==> src/design/table_interpolation_lookup_core_assert.svh <==
// Assertion macros used by the table interpolation lookup core.
`ifndef TABLE_INTERPOLATION_LOOKUP_CORE_ASSERT_SVH
`define TABLE_INTERPOLATION_LOOKUP_CORE_ASSERT_SVH

// Same-cycle implication, sampled on clk, off while rst is high.
`define TILU_ASSERT_IMP(label, ante, cons, msg) \
  label: assert property (@(posedge clk) disable iff (rst) (ante) |-> (cons)) else $error(msg);

// Next-cycle implication, sampled on clk, off while rst is high.
`define TILU_ASSERT_NXT(label, ante, cons, msg) \
  label: assert property (@(posedge clk) disable iff (rst) (ante) |=> (cons)) else $error(msg);

`endif

==> src/design/tilu_pkg.sv <==
// Package: types, field layout and sizing constants of the table interpolation lookup.
package tilu_pkg;

  localparam int TABLE_DEPTH = 1024;
  localparam int IDX_W       = $clog2(TABLE_DEPTH);

  localparam int POS_W    = 32;
  localparam int VAL_W    = 32;
  localparam int CNT_W    = 11;
  localparam int EIDX_W   = 10;
  localparam int LP_W     = 10;
  localparam int STATUS_W = 2;
  localparam int PROD_W   = 64;
  localparam int EXT_W    = 32;

  localparam int ENTRY_W = POS_W + 2 * VAL_W;

  // Slave tdata layout, lowest bit first
  localparam int EI_LSB    = 0;
  localparam int EP_LSB    = EI_LSB + EIDX_W;
  localparam int VA_LSB    = EP_LSB + POS_W;
  localparam int VB_LSB    = VA_LSB + VAL_W;
  localparam int QP_LSB    = VB_LSB + VAL_W;
  localparam int S_FIELD_W = QP_LSB + POS_W;
  localparam int S_TDATA_W = ((S_FIELD_W + 7) / 8) * 8;

  // Master tdata layout
  localparam int M_FIELD_W = 2 * VAL_W + LP_W;
  localparam int M_TDATA_W = ((M_FIELD_W + 7) / 8) * 8;

  typedef enum logic {
    OP_LOAD  = 1'b0,
    OP_QUERY = 1'b1
  } op_t;

  typedef enum logic [STATUS_W-1:0] {
    ST_OK         = 2'd0,
    ST_SHORT      = 2'd1,
    ST_ZERO_WIDTH = 2'd2
  } status_t;

  typedef struct packed {
    logic [VAL_W-1:0] value_b;
    logic [VAL_W-1:0] value_a;
    logic [POS_W-1:0] pos;
  } entry_t;

endpackage

==> src/design/tilu_div.sv <==
// Radix-4 restoring divider: 64-bit dividend by 32-bit divisor, two quotient bits per cycle.
module tilu_div (
  input  logic                         clk,
  input  logic                         rst,
  input  logic                         start,
  input  logic [tilu_pkg::PROD_W-1:0]  dividend,
  input  logic [tilu_pkg::POS_W-1:0]   divisor,
  output logic                         done,
  output logic [tilu_pkg::PROD_W-1:0]  quotient
);

  localparam int STEPS  = tilu_pkg::PROD_W / 2;
  localparam int STEP_W = $clog2(STEPS);
  localparam int D_W    = tilu_pkg::POS_W;

  logic [D_W-1:0]              rem;
  logic [D_W-1:0]              dvs;
  logic [tilu_pkg::PROD_W-1:0] quo;
  logic [STEP_W-1:0]           cnt;
  logic                        busy;

  logic [D_W:0]   t1, t2;
  logic           ge1, ge2;
  logic [D_W-1:0] r1, r2;

  always_comb begin
    t1  = {rem, quo[tilu_pkg::PROD_W-1]};
    ge1 = t1 >= {1'b0, dvs};
    r1  = ge1 ? D_W'(t1 - {1'b0, dvs}) : t1[D_W-1:0];
    t2  = {r1, quo[tilu_pkg::PROD_W-2]};
    ge2 = t2 >= {1'b0, dvs};
    r2  = ge2 ? D_W'(t2 - {1'b0, dvs}) : t2[D_W-1:0];
  end

  always_ff @(posedge clk) begin
    if (rst) begin
      busy <= 1'b0;
      done <= 1'b0;
      cnt  <= '0;
    end else begin
      done <= 1'b0;
      if (start) begin
        quo  <= dividend;
        rem  <= '0;
        dvs  <= divisor;
        cnt  <= '0;
        busy <= 1'b1;
      end else if (busy) begin
        quo <= {quo[tilu_pkg::PROD_W-3:0], ge1, ge2};
        rem <= r2;
        cnt <= cnt + STEP_W'(1);
        if (cnt == STEP_W'(STEPS - 1)) begin
          busy <= 1'b0;
          done <= 1'b1;
        end
      end
    end
  end

  assign quotient = quo;

endmodule

==> config.mk <==
export PLATFORM = sky130hd
export DESIGN_NAME = tilu_div
export DESIGN_NICKNAME = d
export VERILOG_FILES = /design/src/design/table_interpolation_lookup_core_assert.svh /design/src/design/tilu_pkg.sv /design/src/design/tilu_div.sv
export SDC_FILE = /design/constraint.sdc
export NUM_CORES = 1
export LEC_CHECK = 0
export BUFFER_PORTS_ARGS = -buffer_cell sky130_fd_sc_hd__buf_2
export CAP_MARGIN = 10
export CORE_UTILIZATION = 42
export DETAILED_ROUTE_END_ITERATION = 10
export GPL_TIMING_DRIVEN = 1
export REMOVE_ABC_BUFFERS = 1
export SLEW_MARGIN = 20
export SYNTH_ARGS = -nofsm -noshare
export SYNTH_HDL_FRONTEND = slang
export SYNTH_SLANG_ARGS = --single-unit
==> constraint.sdc <==
create_clock -name clk -period 7 [get_ports clk]
set_clock_uncertainty 0.1 [all_clocks]
set_input_delay 0.7 -clock clk [delete_from_list [all_inputs] [get_ports clk]]
set_output_delay 0.7 -clock clk [all_outputs]
set_load 0.01 [all_outputs]
Word-level counts from Yosys, hierarchy flattened
Cells that the tools add are included.
{"block": "op_classes", "n_addsub": 3, "magnitude_cmp": 2, "n_eq_ne": 1, "mux": 9, "bitwise_logic": 2, "n_reduce_logical": 5}
{"op": "two-way mux 64 bit", "n": 2}
{"op": "two-way mux 32 bit", "n": 3}
{"op": ">= comparator 33 x 32 -> 1 bit", "n": 2}
{"op": "subtractor 32 bit", "n": 2}
{"op": "adder 5 x 1 -> 5 bit, second input constant", "n": 1}
{"op": "equality test 5 bit, second input constant", "n": 1}
{"op": "two-way mux 1 bit", "n": 4}
{"op": "AND reduction 2 bit", "n": 2}
{"op": "OR reduction 3 bit", "n": 1}
{"op": "inverter 1 bit", "n": 2}
{"op": "nonzero test 2 bit", "n": 1}
{"op": "OR reduction 2 bit", "n": 1}
{"block": "totals", "regBits": 135, "in_bits": 99}

Depth between registers and ports, before layout
{"block": "depth", "depth_word": 5, "depth_mapped": 26}

Worst setup path after synthesis
No wires, ideal clock.
{"block": "synth_path", "path_type": "input to register", "from": "input start", "to": "register quo (netlist bit quotient[0]), enable pin", "t_arrival_ns": 5.351, "required_ns": 6.349, "setup_slack_ns": 0.998, "path_stages": 4, "path_cell_list": "clkbuf_1 clkbuf_1 nor2_1 nor2_1"}
{"block": "synth_via", "elab_chain_len": 2}
{"element": "start: declaration", "line": "tilu_div.sv:5", "rtl": "input logic start,"}
{"element": "nonzero test 2 bit (no line)"}
{"element": "AND reduction 2 bit (no line)"}
{"element": "end signal: assignment", "line": "tilu_div.sv:43", "rtl": "quo <= dividend;"}
{"element": "end signal: assignment", "line": "tilu_div.sv:49", "rtl": "quo <= {quo[tilu_pkg::PROD_W-3:0], ge1, ge2};"}
{"element": "end: declaration", "line": "tilu_div.sv:18", "rtl": "logic [tilu_pkg::PROD_W-1:0] quo;"}
Every way passes these cells.
A chain may end at the register's enable or synchronous reset.

Final worst setup path
{"block": "layout_path", "from": "register rem[7]", "to": "register rem[28] (data pin)"}
{"block": "layout_via", "elab_chain_len": 5, "elab_cells_between_ends": 7, "cone_classes": "add/sub: 2; order compare: 2; mux: 3"}
{"element": "start: declaration", "line": "tilu_div.sv:16", "rtl": "logic [D_W-1:0] rem;"}
{"element": "start signal: assignment", "line": "tilu_div.sv:50", "rtl": "rem <= r2;"}
{"element": "subtractor 32 bit / >= comparator 33 x 32 -> 1 bit (equally long branches)", "line": "tilu_div.sv:29, tilu_div.sv:28"}
{"element": "two-way mux 32 bit *", "line": "tilu_div.sv:29", "rtl": "r1 = ge1 ? D_W'(t1 - {1'b0, dvs}) : t1[D_W-1:0];"}
{"element": "subtractor 32 bit / >= comparator 33 x 32 -> 1 bit (equally long branches)", "line": "tilu_div.sv:32, tilu_div.sv:31"}
{"element": "two-way mux 32 bit *", "line": "tilu_div.sv:32", "rtl": "r2 = ge2 ? D_W'(t2 - {1'b0, dvs}) : t2[D_W-1:0];"}
{"element": "two-way mux 32 bit *", "line": "tilu_div.sv:48", "rtl": "end else if (busy) begin"}
Mark *: on every way between the ends. The rest lies on a longest branch, timed or not. The select of a mux whose other input is x is not followed.

==> metrics <==
CP startpoint kind=flop; TritonCTS clock tree=yes; # setup viols final=0; Initial Utilization=43.1%; share of post-route cells with drive strength above 1=31.3%; first-pass GRT wire length=36,200 µm; Post-synth top cells=128 x edfxtp_1, 91 x mux2_2, 72 x nor2_1; syn_area_per_cell=approximately 11 µm²; number of flops mapped to enable cells by yosys=128; Layout fillers=1,968; slew margin rel.=32.2%; area share of fa/ha/maj cells after synthesis=9.47%; Synth Instances=slightly above 800; GRT Overall Usage=20.9%; CP bufs+invs=1; Synth Area in XOR/XNOR=under 10%; VDD IR max=roughly 0.33 mV; largest net degree at the start of global routing=77; post-synthesis mux area share=14.0%; number of global-route vias before repair=7,047; sequential-to-total area share from yosys stat=43.6%; area of the core=21,200 µm²; Port Buf Inserts=163; cell row count=53; FF-to-FF setup slack=0.77 ns; mean number of vias per cell=5.47; worst path required time=7.03 ns; status=completed; dominant cells by area after synthesis=edfxtp_1 42%, mux2_2 11%, ha_1 9.0%; worst-path cell chain=ha_1 -> a21oi_1 -> o21ai_0 -> a31oi_1 -> nand3_2 -> o21ai_2 -> nand2_1 -> a31oi_4 -> buf_4 -> mux2_2 -> ha_1 -> and3_1 -> a221o_1 -> a221oi_2 -> o211ai_2 -> a31oi_2 -> o21ai_2 -> a2111oi_2 -> nor3_1 -> xnor2_1 -> o22ai_1; cell taking the most area after synthesis=edfxtp_1; Mapped Area=just over 9000 µm²; GRT Max-Usage Layer=met2; Critical Path Max Stage Delay=0.48 ns; Maximum Capacitance Violations=0; # diodes=0; Tmin final=6.23 ns; worst slew pin tran=1.02 ns; die area=22,400 µm²; 1st-iter DRT viols=between 400 and 500; fraction of registers with async set/reset=0%; CTS sink count=135; crit end category=flop; Tcrit/Tclk final=approximately nine tenths; synth unique cells=69; area grow syn2layout=18.0%; RSZ-0062 raised after global routing=false; largest family of logic cells by synthesized area=multiplexers; met2 Usage GRT=~33%; hold_sp=divisor[6]; clock edge transition at the registers on the reported setup and hold paths=~0.080 ns; Die Y=between 100 and 150 µm; critical path class=flop to flop; setup bufs post-CTS=0; top cell type's share of synthesized area=42.0%; Hold Path Class=input pin to flop; Synth Register Bits=135; Die W=between 100 and 150 µm; CTS Buf Count=17; root buffer cell=clkbuf_16; worst setup path startpoint=rem[7]; met1 Use GR=26.9%; Routed Antenna Nets=0; DR pass1 iterations=5; H-Tree Depth=4; Worst R2R End=rem[28]; Syn. warnings=0; Worst Hold Path EP=dvs[6]; Fin Setup TNS=0 ns; ys flop type=edfxtp_1; crit-path leading delay family=compound AO/OA/AOI/OAI gates; power per cell area=581 nW/µm²; DR vias=about 7.0k; clock tree buffer depth=2; fin. max-slew vios=0; met3 Use GR=6.04%; CTS Hold Buffers Added=0; io pins=164; post-synthesis compound-gate area fraction=a little over an eighth; slowest stage cell, crit path=a221oi_2; worst-skew pair later-pin latency=0.43 ns; Max Freq=0.160 GHz; final RePlAce weighted congestion=roughly 0.86; # resized after CTS=0; Pwr Total=6.27 mW; Reg2Reg Launch Point=rem[7]; Final Net Count=1,157; Post-route DRC=0; Data arrival, critical path=between 6 and 7 ns; Post-Synth Simple-Gate Area=10.5%; DP Wirelength=16,900 µm; top-count cell post-synth=edfxtp_1; Leakage=4.58 nW; Final Hold Vio Count=0; final WL=between 20,000 and 25,000 µm; Worst Hold Path Cells=1; worst-path maximum fanout=26; Worst R2R Path Depth=21; initial antenna violation count=1; post-DR wirelength/cell=17.7 µm; GRT overflow=0
final cells by class:
| type | instances | area [µm²] | area share, % |
|---|---|---|---|
| Sequential cell | 135 | 3980 | 36.9 |
| Multi-Input combinational cell | 621 | 4850 | 45.0 |
| Clock inverter | 14 | 154 | 1.43 |
| Inverter | 47 | 176 | 1.63 |
| Clock buffer | 18 | 429 | 3.97 |
| Tap cell | 275 | 344 | 3.19 |
| Timing Repair Buffer | 168 | 856 | 7.93 |
state kept, by name (all words and copies together) (netlist names):
register  cells
quotient     64
dvs          32
rem          32
cnt           5
busy          1
done          1
placed cells by master (no fill, tap or decap), types with 4 or more instances in the layout:
cell type / count
and3_1: 8
a21o_1: 23
buf_2: 162
a211oi_1: 4
inv_8: 6
nor2_1: 71
o21bai_1: 5
clkinvlp_4: 4
o21ai_0: 27
edfxtp_1: 128
a31oi_1: 7
inv_1: 47
and2_1: 5
nand2_1: 49
nand2b_1: 8
buf_4: 6
clkbuf_16: 17
mux2_2: 91
xor2_1: 24
nand3_1: 10
nand4_1: 11
a21oi_1: 57
xnor2_1: 34
nor3_1: 14
nor2b_1: 7
dfxtp_1: 7
o22ai_1: 4
mux2i_1: 26
ha_1: 66
o21a_1: 7
logic make-up after synthesis:
| family | count (synthesis) |
|---|---|
| multiplexers | 117 |
| adder cells (fa/ha/maj) | 68 |
| AO/OA/AOI/OAI | 176 |
| XOR/XNOR | 58 |
| buffers and inverters | 74 |
| flip-flops | 135 |
| AND/OR/NAND/NOR | 202 |
how the worst max path moves through the flow:
stage	end	slack (ns)	cells past startpoint
6_report	rem[28]	0.77	21
5_1_grt	rem[28]	0.39	21
4_1_cts	rem[28]	0.77	21
3_5_place_dp	rem[28]	0.79	21
3_3_place_gp	rem[28]	0.82	21
2_1_floorplan	rem[22]	1.04	20
routing by layer:
layer  wire [µm]  part of all wire (%)
met5           0                     0
met4         330                   1.5
met3        1570                   6.9
met2       10500                    47
met1       10200                    45
per-stage QoR:
| stage | hold WS [ns] | cells | worst slack [ns] | utilization, % | instance area (µm²) |
|---|---|---|---|---|---|
| global route | 0.326 | 1278 | 0.395 | 50.9 | 10800 |
| CTS | 0.322 | 1278 | 0.771 | 50.9 | 10800 |
| finish | 0.337 | 1278 | 0.766 | 50.9 | 10800 |
| global placement | 0.384 | 1246 | 0.821 | 48.1 | 10200 |
| floorplan | 0.367 | 803 | 1.04 | - | 9000 |
| detailed placement | 0.397 | 1246 | 0.795 | 48.1 | 10200 |
worst reg2reg max path, stage by stage (launching register included):
cell and delay [ns]:
edfxtp_1 0.38, ha_1 0.38, a21oi_1 0.21, o21ai_0 0.12, a31oi_1 0.34, nand3_2 0.23
o21ai_2 0.28, nand2_1 0.13, a31oi_4 0.21, buf_4 0.39, mux2_2 0.42, ha_1 0.37
and3_1 0.22, a221o_1 0.40, a221oi_2 0.49, o211ai_2 0.15, a31oi_2 0.27, o21ai_2 0.12
a2111oi_2 0.36, nor3_1 0.11, xnor2_1 0.15, o22ai_1 0.10
power breakdown:
part           internal [mW]  total (mW)  leakage, nW  switching, mW
Clock                  0.507       0.913        0.275          0.406
Sequential              1.13        1.20         1.28         0.0753
Combinational           1.82        4.15         3.03           2.33
Total                   3.45        6.27         4.58           2.82
Power figures use the tool's default switching activity.
